File: config.mk
export PLATFORM = sky130hd
export DESIGN_NAME = thermal_pixel_convert_roi_max_core
export DESIGN_NICKNAME = d
export VERILOG_FILES = /design/src/tpc_pkg.sv /design/src/tpc_front.sv /design/src/tpc_queue.sv /design/src/tpc_back.sv /design/src/thermal_pixel_convert_roi_max_core.sv
export VERILOG_INCLUDE_DIRS = /design/src /design/src/src
export SDC_FILE = /design/constraint.sdc
export NUM_CORES = 1
export LEC_CHECK = 0
export ABC_CLOCK_PERIOD_IN_PS = 29400
export BUFFER_PORTS_ARGS = -buffer_cell sky130_fd_sc_hd__buf_4
export CORE_ASPECT_RATIO = 1.2
export CORE_MARGIN = 2
export CORE_UTILIZATION = 45
export DETAILED_ROUTE_END_ITERATION = 12
export PLACE_DENSITY = 0.68
export RECOVER_POWER = 50
export REMOVE_ABC_BUFFERS = 1
export SETUP_SLACK_MARGIN = 0.02
export SYNTH_ARGS = -nofsm -noshare
export SYNTH_HDL_FRONTEND = slang
export SYNTH_SLANG_ARGS = --single-unit
File: constraint.sdc
create_clock -name aclk -period 29.4 [get_ports aclk]
set_input_delay 8.82 -clock aclk [delete_from_list [all_inputs] [get_ports aclk]]
set_output_delay 8.82 -clock aclk [all_outputs]
set_load 0.005 [all_outputs]
File: src/thermal_pixel_convert_roi_max_core_assert.svh
// ----------------------------------------------------------------------------
// thermal pixel converter assertion macros
// shared property forms for the converter core checks
// ----------------------------------------------------------------------------
`ifndef THERMAL_PIXEL_CONVERT_ROI_MAX_CORE_ASSERT_SVH
`define THERMAL_PIXEL_CONVERT_ROI_MAX_CORE_ASSERT_SVH

// same-cycle implication, checked outside reset
`define TPC_ASSERT_NOW(label, ante, cons, msg) \
    label: assert property (@(posedge aclk) disable iff (!aresetn) (ante) |-> (cons)) \
        else $error(msg);

// next-cycle implication, checked outside reset
`define TPC_ASSERT_NEXT(label, ante, cons, msg) \
    label: assert property (@(posedge aclk) disable iff (!aresetn) (ante) |=> (cons)) \
        else $error(msg);

`endif

File: src/tpc_pkg.sv
// ----------------------------------------------------------------------------
// tpc_pkg
// shared widths, register indexes and conversion constants
// ----------------------------------------------------------------------------
package tpc_pkg;

    localparam int MAX_WIDTH_DEF  = 1024;
    localparam int MAX_HEIGHT_DEF = 1024;

    localparam int RAW_W      = 14;
    localparam int TEMP_W     = 17;
    localparam int CFG_W      = 11;
    localparam int ROI_POS_W  = 10;
    localparam int IDX_W      = 3;
    localparam int POS_OUT_W  = 10;
    localparam int S_TDATA_W  = 16;
    localparam int M_TDATA_W  = 56;

    localparam logic [IDX_W-1:0] REG_FRAME_WIDTH  = 3'd0;
    localparam logic [IDX_W-1:0] REG_FRAME_HEIGHT = 3'd1;
    localparam logic [IDX_W-1:0] REG_ROI_LEFT     = 3'd2;
    localparam logic [IDX_W-1:0] REG_ROI_TOP      = 3'd3;
    localparam logic [IDX_W-1:0] REG_ROI_COLS     = 3'd4;
    localparam logic [IDX_W-1:0] REG_ROI_ROWS     = 3'd5;

    localparam logic [CFG_W-1:0] FRAME_WIDTH_RST  = 11'd640;
    localparam logic [CFG_W-1:0] FRAME_HEIGHT_RST = 11'd512;

    // conversion: hi branch (raw-3300)*20/3, lo branch (raw+7000)*10/3
    localparam logic [RAW_W-1:0] RAW_THRESH = 14'd7300;
    localparam logic [15:0]      RAW_OFS_HI = 16'd3300;
    localparam logic [15:0]      RAW_OFS_LO = 16'd7000;
    localparam logic [17:0]      RECIP_3    = 18'd174763;   // ceil(2^19 / 3)
    localparam int               RECIP_SHIFT = 19;
    localparam logic [18:0]      KELVIN_OFS = 19'd27315;

    typedef struct packed {
        logic restart;
        logic in_roi;
        logic last;
    } flags_t;

    localparam int FLAGS_W = $bits(flags_t);

endpackage

File: src/tpc_front.sv
// ----------------------------------------------------------------------------
// tpc_front
// config registers, pixel position, region test and count conversion
// ----------------------------------------------------------------------------
module tpc_front #(
    parameter int MAX_WIDTH  = tpc_pkg::MAX_WIDTH_DEF,
    parameter int MAX_HEIGHT = tpc_pkg::MAX_HEIGHT_DEF
) (
    input  logic                                   aclk,
    input  logic                                   aresetn,
    input  logic                                   cfg_wr_en,
    input  logic [tpc_pkg::IDX_W-1:0]              cfg_addr,
    input  logic [tpc_pkg::CFG_W-1:0]              cfg_data,
    input  logic                                   acc,
    input  logic [tpc_pkg::RAW_W-1:0]              raw_count,
    input  logic                                   frame_start,
    output logic signed [tpc_pkg::TEMP_W-1:0]      e_temp,
    output logic [$clog2(MAX_WIDTH)-1:0]           e_col,
    output logic [$clog2(MAX_HEIGHT)-1:0]          e_row,
    output tpc_pkg::flags_t                        e_flags
);
    import tpc_pkg::*;

    localparam int CW    = $clog2(MAX_WIDTH);
    localparam int RW    = $clog2(MAX_HEIGHT);
    localparam int WW    = $clog2(MAX_WIDTH + 1);
    localparam int HW    = $clog2(MAX_HEIGHT + 1);
    localparam int BW    = (WW > HW) ? WW : HW;
    localparam int CMP_W = ((BW > CFG_W) ? BW : CFG_W) + 1;

    logic [CFG_W-1:0]     frame_width_reg, frame_height_reg;
    logic [ROI_POS_W-1:0] roi_left_reg, roi_top_reg;
    logic [CFG_W-1:0]     roi_cols_reg, roi_rows_reg;
    logic [CW-1:0]        col_reg, col_next;
    logic [RW-1:0]        row_reg, row_next;

    logic [CMP_W-1:0] w_x, h_x, col_x, row_x, x0_x, x1_x, y0_x, y1_x;
    logic             full_frame, in_roi, last;

    always_ff @(posedge aclk) begin
        if (!aresetn) begin
            frame_width_reg  <= FRAME_WIDTH_RST;
            frame_height_reg <= FRAME_HEIGHT_RST;
            roi_left_reg     <= '0;
            roi_top_reg      <= '0;
            roi_cols_reg     <= '0;
            roi_rows_reg     <= '0;
        end else if (cfg_wr_en) begin
            unique case (cfg_addr)
                REG_FRAME_WIDTH:  frame_width_reg  <= cfg_data;
                REG_FRAME_HEIGHT: frame_height_reg <= cfg_data;
                REG_ROI_LEFT:     roi_left_reg     <= cfg_data[ROI_POS_W-1:0];
                REG_ROI_TOP:      roi_top_reg      <= cfg_data[ROI_POS_W-1:0];
                REG_ROI_COLS:     roi_cols_reg     <= cfg_data;
                REG_ROI_ROWS:     roi_rows_reg     <= cfg_data;
                default: ;
            endcase
        end
    end

    // saturate frame size to 1..max
    always_comb begin
        if (frame_width_reg == '0) begin
            w_x = CMP_W'(1);
        end else if (CMP_W'(frame_width_reg) > CMP_W'(MAX_WIDTH)) begin
            w_x = CMP_W'(MAX_WIDTH);
        end else begin
            w_x = CMP_W'(frame_width_reg);
        end
        if (frame_height_reg == '0) begin
            h_x = CMP_W'(1);
        end else if (CMP_W'(frame_height_reg) > CMP_W'(MAX_HEIGHT)) begin
            h_x = CMP_W'(MAX_HEIGHT);
        end else begin
            h_x = CMP_W'(frame_height_reg);
        end
    end

    // position restarts on frame_start and wraps if the frame shrank under it
    always_comb begin
        col_x = (frame_start || CMP_W'(col_reg) >= w_x) ? '0 : CMP_W'(col_reg);
        row_x = (frame_start || CMP_W'(row_reg) >= h_x) ? '0 : CMP_W'(row_reg);
    end

    assign full_frame = (roi_cols_reg == '0) && (roi_rows_reg == '0);

    always_comb begin
        if (full_frame) begin
            x0_x = '0;
            y0_x = '0;
            x1_x = w_x;
            y1_x = h_x;
        end else begin
            x0_x = CMP_W'(roi_left_reg);
            y0_x = CMP_W'(roi_top_reg);
            x1_x = CMP_W'(roi_left_reg) + CMP_W'(roi_cols_reg);
            y1_x = CMP_W'(roi_top_reg) + CMP_W'(roi_rows_reg);
        end
    end

    assign in_roi = (col_x >= x0_x) && (col_x < x1_x) && (row_x >= y0_x) && (row_x < y1_x);
    assign last   = (col_x == w_x - CMP_W'(1)) && (row_x == h_x - CMP_W'(1));

    always_comb begin
        col_next = col_reg;
        row_next = row_reg;
        if (acc) begin
            if (last) begin
                col_next = '0;
                row_next = '0;
            end else if (col_x + CMP_W'(1) >= w_x) begin
                col_next = '0;
                row_next = RW'(row_x + CMP_W'(1));
            end else begin
                col_next = CW'(col_x + CMP_W'(1));
                row_next = RW'(row_x);
            end
        end
    end

    always_ff @(posedge aclk) begin
        if (!aresetn) begin
            col_reg <= '0;
            row_reg <= '0;
        end else begin
            col_reg <= col_next;
            row_reg <= row_next;
        end
    end

    // divide by 3 through a reciprocal multiply, exact below 2^19
    logic        hi_branch;
    logic [15:0] base;
    logic [18:0] num10, num;
    logic [36:0] prod;
    logic [17:0] quot;
    logic signed [18:0] temp_wide;

    always_comb begin
        hi_branch = raw_count > RAW_THRESH;
        base      = hi_branch ? (16'(raw_count) - RAW_OFS_HI) : (16'(raw_count) + RAW_OFS_LO);
        num10     = (19'(base) << 3) + (19'(base) << 1);
        num       = hi_branch ? (num10 << 1) : num10;
        prod      = 37'(num) * 37'(RECIP_3);
        quot      = prod[RECIP_SHIFT +: 18];
        temp_wide = signed'({1'b0, quot}) - signed'(KELVIN_OFS);
    end

    assign e_temp          = signed'(temp_wide[TEMP_W-1:0]);
    assign e_col           = CW'(col_x);
    assign e_row           = RW'(row_x);
    assign e_flags.restart = frame_start;
    assign e_flags.in_roi  = in_roi;
    assign e_flags.last    = last;

endmodule

File: src/tpc_queue.sv
// ----------------------------------------------------------------------------
// tpc_queue
// two-entry queue between the front and the max tracker
// ----------------------------------------------------------------------------
module tpc_queue #(
    parameter int DATA_W = 32
) (
    input  logic              aclk,
    input  logic              aresetn,
    input  logic              wr_en,
    input  logic [DATA_W-1:0] wr_data,
    input  logic              rd_en,
    output logic [DATA_W-1:0] rd_data,
    output logic              q_valid,
    output logic              q_full,
    output logic [1:0]        q_count
);
    import tpc_pkg::*;

    logic [DATA_W-1:0] data_mem [2];
    logic              wr_ptr_reg, wr_ptr_next;
    logic              rd_ptr_reg, rd_ptr_next;
    logic [1:0]        count_reg, count_next;

    always_comb begin
        wr_ptr_next = wr_en ? ~wr_ptr_reg : wr_ptr_reg;
        rd_ptr_next = rd_en ? ~rd_ptr_reg : rd_ptr_reg;
        count_next  = count_reg + 2'(wr_en) - 2'(rd_en);
    end

    always_ff @(posedge aclk) begin
        if (!aresetn) begin
            wr_ptr_reg <= 1'b0;
            rd_ptr_reg <= 1'b0;
            count_reg  <= '0;
        end else begin
            wr_ptr_reg <= wr_ptr_next;
            rd_ptr_reg <= rd_ptr_next;
            count_reg  <= count_next;
        end
    end

    always_ff @(posedge aclk) begin
        if (wr_en) begin
            data_mem[wr_ptr_reg] <= wr_data;
        end
    end

    assign rd_data = data_mem[rd_ptr_reg];
    assign q_valid = count_reg != 2'd0;
    assign q_full  = count_reg == 2'd2;
    assign q_count = count_reg;

endmodule

File: src/tpc_back.sv
// ----------------------------------------------------------------------------
// tpc_back
// hottest-pixel tracker and result output register
// ----------------------------------------------------------------------------
module tpc_back #(
    parameter int MAX_WIDTH  = tpc_pkg::MAX_WIDTH_DEF,
    parameter int MAX_HEIGHT = tpc_pkg::MAX_HEIGHT_DEF
) (
    input  logic                                   aclk,
    input  logic                                   aresetn,
    input  logic                                   q_valid,
    output logic                                   q_pop,
    input  logic signed [tpc_pkg::TEMP_W-1:0]      e_temp,
    input  logic [$clog2(MAX_WIDTH)-1:0]           e_col,
    input  logic [$clog2(MAX_HEIGHT)-1:0]          e_row,
    input  tpc_pkg::flags_t                        e_flags,
    input  logic                                   m_tready,
    output logic                                   m_tvalid,
    output logic                                   m_tlast,
    output logic signed [tpc_pkg::TEMP_W-1:0]      pixel_temp,
    output logic signed [tpc_pkg::TEMP_W-1:0]      max_temp,
    output logic [tpc_pkg::POS_OUT_W-1:0]          max_col,
    output logic [tpc_pkg::POS_OUT_W-1:0]          max_row
);
    import tpc_pkg::*;

    localparam int CW = $clog2(MAX_WIDTH);
    localparam int RW = $clog2(MAX_HEIGHT);

    logic signed [TEMP_W-1:0] best_temp_reg, best_temp_next;
    logic [CW-1:0]            best_col_reg, best_col_next;
    logic [RW-1:0]            best_row_reg, best_row_next;
    logic                     best_valid_reg, best_valid_next;
    logic                     out_valid_reg, out_valid_next;
    logic                     out_last_reg;
    logic signed [TEMP_W-1:0] pix_temp_reg, max_temp_reg;
    logic [POS_OUT_W-1:0]     max_col_reg, max_row_reg;

    logic bv, take, new_valid;

    assign q_pop = q_valid && (!out_valid_reg || m_tready);

    always_comb begin
        bv             = e_flags.restart ? 1'b0 : best_valid_reg;
        take           = e_flags.in_roi && (!bv || (e_temp > best_temp_reg));
        new_valid      = bv || take;
        best_temp_next = take ? e_temp : best_temp_reg;
        best_col_next  = take ? e_col : best_col_reg;
        best_row_next  = take ? e_row : best_row_reg;
        best_valid_next = new_valid && !e_flags.last;
        out_valid_next = q_pop || (out_valid_reg && !m_tready);
    end

    always_ff @(posedge aclk) begin
        if (!aresetn) begin
            best_valid_reg <= 1'b0;
            out_valid_reg  <= 1'b0;
        end else begin
            out_valid_reg <= out_valid_next;
            if (q_pop) begin
                best_valid_reg <= best_valid_next;
            end
        end
    end

    always_ff @(posedge aclk) begin
        if (q_pop) begin
            best_temp_reg <= best_temp_next;
            best_col_reg  <= best_col_next;
            best_row_reg  <= best_row_next;
            pix_temp_reg  <= e_temp;
            out_last_reg  <= e_flags.last;
            // max fields only on the closing beat of a frame with a candidate
            if (e_flags.last && new_valid) begin
                max_temp_reg <= best_temp_next;
                max_col_reg  <= POS_OUT_W'(best_col_next);
                max_row_reg  <= POS_OUT_W'(best_row_next);
            end else begin
                max_temp_reg <= '0;
                max_col_reg  <= '0;
                max_row_reg  <= '0;
            end
        end
    end

    assign m_tvalid   = out_valid_reg;
    assign m_tlast    = out_last_reg;
    assign pixel_temp = pix_temp_reg;
    assign max_temp   = max_temp_reg;
    assign max_col    = max_col_reg;
    assign max_row    = max_row_reg;

endmodule

File: src/thermal_pixel_convert_roi_max_core.sv
// ----------------------------------------------------------------------------
// thermal_pixel_convert_roi_max_core
// raw infrared count to temperature, hottest pixel in a region per frame
// ----------------------------------------------------------------------------
//  channel   dir   ports                        payload
//  ------    ---   -----------------------      -------------------------------
//  s_        in    s_tvalid/s_tready/s_tdata    raw_count; s_tuser frame_start
//  m_        out   m_tvalid/m_tready/m_tdata    temps, max position; m_tlast
//  cfg_      in    cfg_wr_en/cfg_addr/cfg_data  six size and region registers
//
//  one pixel per cycle sustained while m_ is not stalled; the front converts
//  and places a pixel in the queue in the accept cycle, the tracker takes it
//  from the queue and registers the result beat in its output register
//  a stalled m_ fills the two-entry queue, then s_tready drops
//  synchronous active-low reset; no clearing pass, ready right after reset
// ----------------------------------------------------------------------------
module thermal_pixel_convert_roi_max_core #(
    parameter int MAX_WIDTH  = tpc_pkg::MAX_WIDTH_DEF,
    parameter int MAX_HEIGHT = tpc_pkg::MAX_HEIGHT_DEF
) (
    input  logic                              aclk,
    input  logic                              aresetn,
    input  logic                              cfg_wr_en,
    input  logic [tpc_pkg::IDX_W-1:0]         cfg_addr,
    input  logic [tpc_pkg::CFG_W-1:0]         cfg_data,
    input  logic                              s_tvalid,
    output logic                              s_tready,
    input  logic [tpc_pkg::S_TDATA_W-1:0]     s_tdata,   // raw_count[13:0]
    input  logic                              s_tuser,   // frame_start
    output logic                              m_tvalid,
    input  logic                              m_tready,
    // pixel_temp[16:0], max_temp[33:17], max_col[43:34], max_row[53:44]
    output logic [tpc_pkg::M_TDATA_W-1:0]     m_tdata,
    output logic                              m_tlast    // frame_done
);
    import tpc_pkg::*;

    localparam int CW     = $clog2(MAX_WIDTH);
    localparam int RW     = $clog2(MAX_HEIGHT);
    localparam int ENTRY_W = TEMP_W + CW + RW + FLAGS_W;

    logic                     acc;
    logic signed [TEMP_W-1:0] f_temp, b_temp;
    logic [CW-1:0]            f_col, b_col;
    logic [RW-1:0]            f_row, b_row;
    flags_t                   f_flags, b_flags;
    logic [ENTRY_W-1:0]       q_wr_data, q_rd_data;
    logic                     q_valid, q_full, q_pop;
    logic [1:0]               q_count;

    logic signed [TEMP_W-1:0] pixel_temp, max_temp;
    logic [POS_OUT_W-1:0]     max_col, max_row;

    assign s_tready = !q_full;
    assign acc      = s_tvalid && s_tready;

    tpc_front #(
        .MAX_WIDTH  (MAX_WIDTH),
        .MAX_HEIGHT (MAX_HEIGHT)
    ) u_front (
        .aclk        (aclk),
        .aresetn     (aresetn),
        .cfg_wr_en   (cfg_wr_en),
        .cfg_addr    (cfg_addr),
        .cfg_data    (cfg_data),
        .acc         (acc),
        .raw_count   (s_tdata[RAW_W-1:0]),
        .frame_start (s_tuser),
        .e_temp      (f_temp),
        .e_col       (f_col),
        .e_row       (f_row),
        .e_flags     (f_flags)
    );

    assign q_wr_data = {f_temp, f_col, f_row, f_flags};

    tpc_queue #(
        .DATA_W (ENTRY_W)
    ) u_queue (
        .aclk    (aclk),
        .aresetn (aresetn),
        .wr_en   (acc),
        .wr_data (q_wr_data),
        .rd_en   (q_pop),
        .rd_data (q_rd_data),
        .q_valid (q_valid),
        .q_full  (q_full),
        .q_count (q_count)
    );

    assign {b_temp, b_col, b_row, b_flags} = q_rd_data;

    tpc_back #(
        .MAX_WIDTH  (MAX_WIDTH),
        .MAX_HEIGHT (MAX_HEIGHT)
    ) u_back (
        .aclk       (aclk),
        .aresetn    (aresetn),
        .q_valid    (q_valid),
        .q_pop      (q_pop),
        .e_temp     (b_temp),
        .e_col      (b_col),
        .e_row      (b_row),
        .e_flags    (b_flags),
        .m_tready   (m_tready),
        .m_tvalid   (m_tvalid),
        .m_tlast    (m_tlast),
        .pixel_temp (pixel_temp),
        .max_temp   (max_temp),
        .max_col    (max_col),
        .max_row    (max_row)
    );

    assign m_tdata = {2'b00, max_row, max_col, max_temp, pixel_temp};

`include "thermal_pixel_convert_roi_max_core_assert.svh"

    `TPC_ASSERT_NOW(a_queue_bound, 1'b1, q_count != 2'd3, "queue count past depth")
    `TPC_ASSERT_NEXT(a_beat_held, acc, q_valid || m_tvalid,
        "accepted beat lost between front and output")
    `TPC_ASSERT_NOW(a_max_only_last, m_tvalid && !m_tlast, m_tdata[53:17] == '0,
        "max fields set on a beat that does not close a frame")
    `TPC_ASSERT_NOW(a_pop_needs_entry, q_pop, q_count != 2'd0, "pop from empty queue")

endmodule
; Word level (Yosys, flattened, before mapping)
; Memory sizes are Yosys's and may differ from the RTL's. A register that Yosys moved wholly into a read port is not among the register bits.
; Index checks and enable logic that the tools add are counted.
[word_totals]
register_bits = 182
ramBits = 80
in_bits = 36
out_inout_bits = 59
wordCells = 114
mem_count = 1
[mem_list]
columns = name, words, width, rd, rd_clocked_by_memory_dff, wr, line
row1 = u_queue.data_mem, 2, 40, 1, 1, 1, tpc_queue.sv:20  ; logic [DATA_W-1:0] data_mem [2];
[classes]
n_addsub = 12
n_mul = 1
order_cmp = 11
n_eq_ne = 8
n_mux = 24
n_bitwise = 2
n_reduce_logical = 34
[ops]
columns = op, count
row1 = 10-bit two-way mux, 10
row2 = 12-bit two-way mux, 4
row3 = 11-bit logical NOT, 4
row4 = "19-bit by 18-bit multiplier with 36-bit output, second input constant", 1
row5 = 10-bit by 11-bit adder with 12-bit output, 2
row6 = 12-bit == test, 2
row7 = 10-bit by 12-bit >= comparator with 1-bit output, 2
row8 = 12-bit by 10-bit >= comparator with 1-bit output, 2
row9 = 12-bit < comparator, 2
row10 = "12-bit by 1-bit subtractor with 12-bit output, second input constant", 2
row11 = "11-bit greater-than comparator, second input constant", 2
row12 = 11-bit two-way mux, 2
row13 = 19-bit by 17-bit adder with 19-bit output, 1
row14 = 19-bit two-way mux, 1
row15 = 17-bit greater-than comparator, 1
row16 = 17-bit two-way mux, 1
row17 = "17-bit by 15-bit subtractor with 17-bit output, second input constant", 1
row18 = 16-bit two-way mux, 1
row19 = "14-bit by 13-bit adder with 15-bit output, second input constant", 1
row20 = "14-bit by 12-bit subtractor with 15-bit output, second input constant", 1
row21 = "14-bit by 13-bit greater-than comparator with 1-bit output, second input constant", 1
row22 = "12-bit by 1-bit adder with 12-bit output, second input constant", 1
row23 = 12-bit >= comparator, 1
row24 = 2-bit AND reduction, 6
row25 = other kinds (14), 40

; Longest topological paths before layout
; Gate-level depths: netlist of the first run.
[logic_depth]
word_depth = 10
mapped_depth = 46
depth_no_buf = 41

; Modules after synthesis
; Synthesis of the first run repeated with hierarchy kept, for this count alone.
[unflattened]
hier_cells = 2348
area_unflattened_um2 = 22410.2
[modules_own_cells]
columns = mod, n_inst, cells_each, area_each_um2
row1 = tpc_front, 1, 1863, 14846.7
row2 = tpc_back, 1, 335, 4409.2
row3 = tpc_queue, 1, 145, 3125.5
row4 = thermal_pixel_convert_roi_max_core, 1, 5, 28.8

; Worst setup path after synthesis of the first run
; No wires, ideal clock.
[synth_timing]
kind = input-to-reg
start = input s_tdata[2] in the netlist's numbering
end = memory u_queue.data_mem[0][39] in the netlist's numbering, data pin
setup_time_ps = 270
arrival_time_ps = 18866
required_time_ps = 29130
slack_ps = 10264
cell_stages = 43
path_buffers = 6
path_cell_list = clkbuf_1 -> inv_1 -> ha_1 -> clkbuf_1 -> o211ai_1 -> a21o_1 -> buf_1 -> clkbuf_1 -> mux2i_1 -> ha_1 -> clkbuf_1 -> a31o_2 -> a41oi_1 -> a31oi_1 -> a41oi_1 -> a2bb2oi_1 -> xor2_1 -> nand2_1 -> [... 7 more ...] -> fa_1 -> fa_1 -> inv_1 -> fa_1 -> inv_1 -> ha_1 -> clkbuf_1 -> a21o_1 -> a311oi_1 -> nor2_1 -> a311o_1 -> a32oi_1 -> o311ai_2 -> o2111ai_1 -> a21boi_1 -> o21ai_0 -> nor4b_1 -> xnor2_1
[synth_between]
elab_chain_cells = 6
word_cells_on_any_way = 8
[synth_lines]
columns = element, line
row1 = from (decl), thermal_pixel_convert_roi_max_core.sv:28  ; input logic [tpc_pkg::S_TDATA_W-1:0] s_tdata,
row2 = "14-bit by 13-bit adder with 15-bit output, or another cell as far along", tpc_front.sv:141  ; base = hi_branch ? (16'(raw_count) - RAW_OFS_HI) : (16'(raw_count) + RAW_OFS_LO);
row3 = 16-bit two-way mux, tpc_front.sv:141
row4 = 19-bit by 17-bit adder with 19-bit output, tpc_front.sv:142  ; num10 = (19'(base) << 3) + (19'(base) << 1);
row5 = 19-bit two-way mux *, tpc_front.sv:143  ; num = hi_branch ? (num10 << 1) : num10;
row6 = 19-bit by 18-bit multiplier with 36-bit output *, tpc_front.sv:144  ; prod = 37'(num) * 37'(RECIP_3);
row7 = 17-bit by 15-bit subtractor with 17-bit output *, tpc_front.sv:146  ; temp_wide = signed'({1'b0, quot}) - signed'(KELVIN_OFS);
row8 = named net f_temp[16], thermal_pixel_convert_roi_max_core.sv:43  ; logic signed [TEMP_W-1:0] f_temp, b_temp;
row9 = to (decl), tpc_queue.sv:20
; The timed path passes the listed nets; every way through them passes the cells marked *.

; Final worst setup path of the first run
[layout_timing]
start = input s_tdata[2] in the netlist's numbering
end = memory u_queue.data_mem[1][39] in the netlist's numbering, data pin
; Same word-level chain as after synthesis.

==> metrics, run 1 <==
status=finished, violations left; failing checks=max-capacitance violations, max-slew violations; share of layout cells above drive strength 1=0.0726; CP Data Arrival Time=approximately 20000 ps; DRT Wirelength=52.6 mm; Resize count post-CTS=0; Hold Crit Class=reg -> reg; synth top area cells=edfxtp_1 (23%), ha_1 (15%), fa_1 (9.5%), dfxtp_1 (8.2%), inv_1 (4.9%); Slew HR=-0.921; Remaining DRCs=0; Reg clk slew, reported paths=roughly 60 ps; Die ar.=51200 µm²; cell mode on critical path=inv_1; Reg2Reg Depth=14; vias in the first global route=17300; max reg flops=80; max-cap violation count=7; crit-path max FO=32; die height=248 µm; GRT Util Overall=0.209; drt wl/cell=~17 µm; endpoint type of the worst setup path=register; Mapped Area=about 22000 µm²; number of synthesized register bits=263; RSZ-0062 raised after global routing=false; first-pass GRT wire length=86.5 mm; Antenna diodes=0; Async S/R FF share, synth=0; Worst path slowest cell=a21o_1; number of flops mapped to enable cells by yosys=172; initial antenna violation count=1; Layout Nets=2844; Hold Path Cell Cnt=2; worst stage delay on the critical path=860 ps; Setup TNS=0 ps; core area=49000 µm²; sequential share of the synthesized area=0.314; Worst EP required=29710 ps; Yosys cell types=88; Max Slew Vio Count=298; final setup vio count=0; largest reg by FF count=u_queue.data_mem; clk sink count=263; Final HPWL DP=41.2 mm; DR pass1 iterations=6; Cell Rows=89; Port Buffers=90; Initial Utilization=0.454; final hold viol count=0; Final Instance Area=24400 µm²; IO Pins=95; htree depth=1; Synthesis Warnings=0; Post-DP Area=23500 µm²; CP Launch Type=input pin; root buffer cell=clkbuf_16; ys flop type=edfxtp_1; die width=a little over 200 µm; Vias/cell=~5.5; post-synthesis cell count=2381; hold_buf cts=0; syn_area_per_cell=about 9.3 µm²; Area growth syn-to-layout=9.82%; Post-CTS Setup Repair Bufs=0; cell accounting for the most synthesized area=edfxtp_1; Setup WS post-layout=9330 ps; f_max=49.8 MHz; Synth top area share=0.232; fin crit period=20070 ps; Via Count=17000; Skew-Pair Late Insertion Delay=570 ps; Crit Path Class=in -> reg; Tightest Pin Transition=2880 ps; skew final=22.9 ps; pin count of the biggest net entering global routing=78; grt total ovfl=0; fin crit share=0.683; 1st-iter DRT viols=721; Max Buffers Root-to-Sink=3; Final ANT Viol Nets=0; DP Worst Slack=8780 ps; CTS tree=done; Num CTS Buffers=28; gpl congestion=0.919
-- kinds of logic after synthesis --
| logic type | after synthesis | share of synthesized area |
|---|---|---|
| and+or+nand+nor | 681 | 0.148 |
| xor gates and xnor gates | 111 | 0.0437 |
| DFF | 263 | 0.314 |
| AOI/OAI and AO/OA | 509 | 0.153 |
| other | 1 | 0.000169 |
| muxes | 51 | 0.0240 |
| buffers and inverters | 383 | 0.0662 |
| adders and majority gates | 382 | 0.250 |
-- critical path: cells and delay by family --
kind,cells,cell delay [ps]
compound gates,14,5260
xor+xnor,3,710
buf+inv,6,530
mux,1,340
simple gates,6,1360
fa+ha+maj,8,3340
-- path summary, 6_finish.rpt --
| kind | from | end | slack, ps |
|---|---|---|---|
| hold reg to reg | u_front.roi_left_reg[3] | u_front.roi_left_reg[3] | 490 |
| hold / removal | u_front.roi_left_reg[3] | u_front.roi_left_reg[3] | 490 |
| setup reg to reg | register | u_back.max_row[0] | 20920 |
| setup / recovery | s_tdata[2] | u_queue.data_mem[1][39] | 9330 |
-- Yosys cell counts (all sizes together) (19+ instances only) --
cell type / number
clkbuf: 74
nor2b: 61
a21oi: 106
fa: 106
dfxtp: 91
xnor2: 72
ha: 273
inv: 292
nor3: 53
edfxtp: 172
nand3: 39
mux2i: 32
a21boi: 63
mux2: 19
nor2: 97
o21ai: 109
xor2: 39
a21o: 44
o21a: 21
and2: 35
nand2b: 20
nand2: 277
-- cells in the final DEF (no fill, tap or decap), types with 6 or more instances in the layout --
cell type	count
a22o_1	11
o31ai_1	12
inv_1	291
a211oi_1	18
nor4_1	16
a211o_1	6
xor2_1	39
a21o_1	44
o21ai_0	96
fa_1	106
and3_1	15
nand4_1	9
a31oi_1	18
o211ai_1	6
and2_1	34
nor2b_1	61
clkbuf_1	8
a21boi_0	61
ha_1	273
nor3_1	52
nand3_1	39
nor2_1	95
edfxtp_1	172
mux2_1	15
or2_2	10
clkbuf_16	28
o21bai_1	15
o21a_1	21
o31a_1	6
nand2_1	277
o21ai_1	13
xnor2_1	72
or3_1	16
mux2i_1	31
nand2b_1	20
buf_4	97
o22ai_1	7
a21oi_1	106
clkinv_2	6
dfxtp_1	91
-- cell type report --
cell class	count	area (µm²)
timing repair buffer	105	762
fill	4560	24600
clock inverter	19	184
tap	637	797
clock buffer	33	759
inverter	293	1100
multi-input combinational	1738	13800
sequential	263	6990
-- metrics by stage --
stage / hold slack [ps] / util / std cells
floorplan: 455 / - / 2294
global placement: 474 / 0.480 / 3036
detailed placement: 477 / 0.480 / 3036
CTS: 486 / 0.499 / 3088
global route: 512 / 0.499 / 3088
finish: 488 / 0.499 / 3088
-- layer usage --
layer / vias up / routed length, µm / GRT usage / part of all wire
li1: 8383 / - / - / -
met1: 8077 / 21600 / 0.243 / 0.41
met2: 387 / 26600 / 0.387 / 0.51
met3: 132 / 1770 / 0.0196 / 0.034
met4: 0 / 2640 / 0.0907 / 0.050
met5: - / 0 / 0 / 0
Power of run 1 is left out: the tool's default activity adds up to more than one toggle a clock period on the data nets, which glitch-free logic cannot reach.
==> inputs of run 2 (changes only) <==
ABC_CLOCK_PERIOD_IN_PS = 18600   (was 29400)
clock period = 18.6 ns   (was 29.4 ns; I/O delays follow)
==> metrics, run 2 (synthesis gave the netlist of run 1 again) <==
status=finished, violations left; failing checks=max-capacitance violations, max-slew violations; vias in the first global route=17200; Setup TNS=0 ps; Hold Path Cell Cnt=2; Remaining DRCs=0; Crit Path Class=in -> reg; Vias/cell=5.49; RSZ-0062 raised after global routing=false; skew final=roughly 16 ps; Worst path slowest cell=a2111oi_1; 1st-iter DRT viols=703; Final ANT Viol Nets=0; largest reg by FF count=u_queue.data_mem; CP Launch Type=input pin; gpl congestion=0.913; cell mode on critical path=inv_1; fin crit share=0.902; share of layout cells above drive strength 1=0.0701; Layout Nets=2845; Max Buffers Root-to-Sink=3; grt total ovfl=0; drt wl/cell=roughly 17 µm; Area growth syn-to-layout=10.0%; Final Non-Filler Cells=3089; endpoint type of the worst setup path=register; clk sink count=263; htree depth=1; pin count of the biggest net entering global routing=78; CP Data Arrival Time=17060 ps; die width=just over 200 µm; Max Slew Vio Count=294; Reg clk slew, reported paths=60 ps; Die ar.=51200 µm²; Worst EP required=18880 ps; die height=248 µm; Final HPWL DP=40.9 mm; final setup vio count=0; most common cell after layout, fill and taps aside=inv_1; IO Pins=95; hold_buf cts=0; Cell Rows=between 80 and 90; Hold Crit Class=reg -> reg; Reg2Reg Depth=14; fin crit period=16780 ps; Initial Utilization=0.454; DRT Wirelength=roughly 52 mm; worst stage delay on the critical path=between 800 and 900 ps; CTS tree=done; Post-CTS Setup Repair Bufs=0; Slew HR=-0.949; crit-path max FO=32; most frequent cells in the layout=inv_1 (291), nand2_1 (277), ha_1 (273); DR pass1 iterations=5; f_max=59.6 MHz; Tightest Pin Transition=just under 3000 ps; Port Buffers=90; max-cap violation count=7; final hold viol count=0; core area=49000 µm²; Antenna diodes=0; Filler Cell Count=4575; Via Count=approximately 17000; hold slack final=494 ps; Num CTS Buffers=28; first-pass GRT wire length=between 80 and 90 mm; GRT Util Overall=0.206; Skew-Pair Late Insertion Delay=about 560 ps; initial antenna violation count=0; max reg flops=80; root buffer cell=clkbuf_16; Resize count post-CTS=0; placed cell count=3037
[run 2: per-layer routing]
| layer | vias up | part of all wire | track usage |
|---|---|---|---|
| met5 | - | 0 | 0 |
| li1 | 8403 | - | - |
| met1 | 8082 | 0.41 | 0.242 |
| met3 | 109 | 0.031 | 0.0176 |
| met4 | 0 | 0.044 | 0.0830 |
| met2 | 361 | 0.51 | 0.385 |
[run 2: critical path: cells and delay by family]
kind / cells / cell delay [ps]
XOR/XNOR: 3 / 660
AND/OR/NAND/NOR: 6 / 1340
multiplexers: 1 / 330
AO/OA/AOI/OAI: 14 / 5290
buffers and inverters: 6 / 520
adder cells (fa/ha/maj): 8 / 3310
[run 2: cell type report]
class / count / area (µm²) / area share
inverter: 293 / 1100 / 0.0450
clock buffer: 39 / 783 / 0.0320
clock inverter: 13 / 199 / 0.00813
sequential: 263 / 6990 / 0.286
tap: 637 / 797 / 0.0326
multi-input combinational: 1738 / 13800 / 0.565
timing repair buffer: 106 / 769 / 0.0315
[run 2: path summary, 6_finish.rpt]
path | end | startpoint | slack, ps
setup / recovery | u_queue.data_mem[0][39] | s_tdata[2] | 1820
hold / removal | u_front.roi_cols_reg[6] | u_front.roi_cols_reg[6] | 490
hold reg to reg | u_front.roi_cols_reg[6] | u_front.roi_cols_reg[6] | 490
setup reg to reg | u_back.max_row[1] | register | 10330
[run 2: per-stage QoR]
step / instance area, µm² / utilization / worst slack, ps
6_report: 24500 / 0.499 / 1820
5_1_grt: 24500 / 0.499 / 1060
2_1_floorplan: 21900 / - / 2970
3_5_place_dp: 23500 / 0.480 / 1330
4_1_cts: 24500 / 0.500 / 1850
3_3_place_gp: 23500 / 0.480 / 1530
Power of run 2 is left out for the same reason.
==> inputs of run 3 (changes only) <==
ABC_CLOCK_PERIOD_IN_PS = 20300   (was 18600)
clock period = 20.3 ns   (was 18.6 ns; I/O delays follow)
==> metrics, run 3 (synthesis gave the netlist of run 1 again) <==
hold_buf cts=0; Resize count post-CTS=0; GRT Util Overall=0.210; CP Data Arrival Time=17610 ps; CTS tree=done; die width=207 µm; initial antenna violation count=1; Post-CTS Setup Repair Bufs=0; Cell Rows=89; Antenna diodes=0; gpl congestion=0.922; DR pass1 iterations=7; Worst R2R Setup Slack=13670 ps; reg2reg end=u_front.row_reg[8]; DRT Wirelength=53.1 mm; Port Buffers=90; Skew-Pair Late Insertion Delay=~570 ps; Stages on worst setup path=38; crit-path max FO=32; Reg2Reg Depth=25; IO Pins=95; 1st-iter DRT viols=748; crit path from=s_tdata[2]; failing checks=max-capacitance violations, max-slew violations; cell family with most CP delay=compound AO/OA/AOI/OAI gates; Max Buffers Root-to-Sink=3; final hold viol count=0; core area=49000 µm²; status=finished, violations left; Setup TNS=0 ps; Slew HR=-0.710; Worst path slowest cell=a2111oi_1; Layout Nets=roughly 2800; worst stage delay on the critical path=900 ps; CP Launch Type=input pin; Initial Utilization=0.454; Final ANT Viol Nets=0; largest reg by FF count=u_queue.data_mem; pin count of the biggest net entering global routing=58; Critical Path End=u_queue.data_mem[1][39]; f_max=between 50 and 60 MHz; Die ar.=roughly 50000 µm²; Vias/cell=between 5 and 6; die height=248 µm; Remaining DRCs=0; Reg clk slew, reported paths=around 60 ps; final setup vio count=0; Final HPWL DP=41.6 mm; fin crit period=17310 ps; RSZ-0062 raised after global routing=false; grt total ovfl=0; max-cap violation count=5; htree depth=1; drt wl/cell=17.2 µm; Crit Path Class=in -> reg; Tightest Pin Transition=2560 ps; share of layout cells above drive strength 1=0.0705; CP Buf/Inv Count=6; reg2reg start=u_front.frame_width_reg[2]; root buffer cell=clkbuf_16; Max Slew Vio Count=199; clk sink count=263; fin crit share=0.852; first-pass GRT wire length=roughly 87 mm; Hold Crit Class=reg -> reg; cell mode on critical path=inv_1; max reg flops=80; vias in the first global route=17400; endpoint type of the worst setup path=register; Num CTS Buffers=28; most common cell after layout, fill and taps aside=inv_1; Via Count=17000; skew final=15.2 ps; Worst EP required=20610 ps; most frequent cells in the layout=inv_1 (291), nand2_1 (277), ha_1 (273); Area growth syn-to-layout=9.83%
[run 3: cell types whose count changed in the layout (fill, tap and decap cells not counted), sizes merged]
| cell | delta |
|---|---|
| clkinvlp | +1 |
| buf | +2 |
| bufinv | -3 |
| clkbuf | +2 |
[run 3: metrics by stage]
step	util	cell area, µm²	std cells	hold slack [ps]	setup WS (ps)
after floorplan	-	21900	2294	455	4160
after global placement	0.480	23500	3039	472	2710
after detailed placement	0.480	23500	3039	480	2500
after CTS	0.499	24500	3091	489	3090
after global routing	0.499	24400	3091	520	2250
final	0.499	24400	3091	488	2990
[run 3: how the worst min path moves through the flow]
stage                                 start                      end  cells past startpoint
floorplan           u_front.roi_cols_reg[6]  u_front.roi_cols_reg[6]                      2
global placement     u_front.roi_top_reg[2]   u_front.roi_top_reg[2]                      2
detailed placement  u_front.roi_left_reg[9]  u_front.roi_left_reg[9]                      2
CTS                 u_front.roi_left_reg[8]  u_front.roi_left_reg[8]                      2
global route         u_front.roi_top_reg[4]   u_front.roi_top_reg[4]                      2
finish              u_front.roi_left_reg[9]  u_front.roi_left_reg[9]                      2
[run 3: area by class of cell]
cell class | instances | area (µm²)
repair buffers | 108 | 785
inverters | 293 | 1100
clock buffers | 41 | 779
well taps | 637 | 797
flip-flops and latches | 263 | 6990
fillers | 4552 | 24600
clock inverters | 11 | 135
multi-input cells | 1738 | 13800
[run 3: layer usage]
layer | part of all wire | track usage | vias to the layer above
met2 | 0.52 | 0.393 | 371
met5 | 0 | 0 | -
met3 | 0.031 | 0.0197 | 123
li1 | - | - | 8413
met4 | 0.046 | 0.0847 | 0
met1 | 0.41 | 0.243 | 8120
[run 3: worst reg2reg max path: stages, from the launching register on]
cell and delay (ps):
dfxtp_1 380, or4_1 600, nor2_1 220, a21oi_1 120
nor2_1 210, ha_1 260, nand2b_1 140, a21o_1 170
a21oi_1 150, o21ai_1 220, a21oi_1 600, nand2_1 250
inv_1 240, ha_1 220, and3_1 240, nand4_1 180
xnor2_1 260, ha_1 220, a2111oi_0 80, o21ai_0 140
a221oi_1 130, buf_4 190, or4_1 480, or3_1 420
or3_1 360, nand3_1 80
Power of run 3 is left out for the same reason.
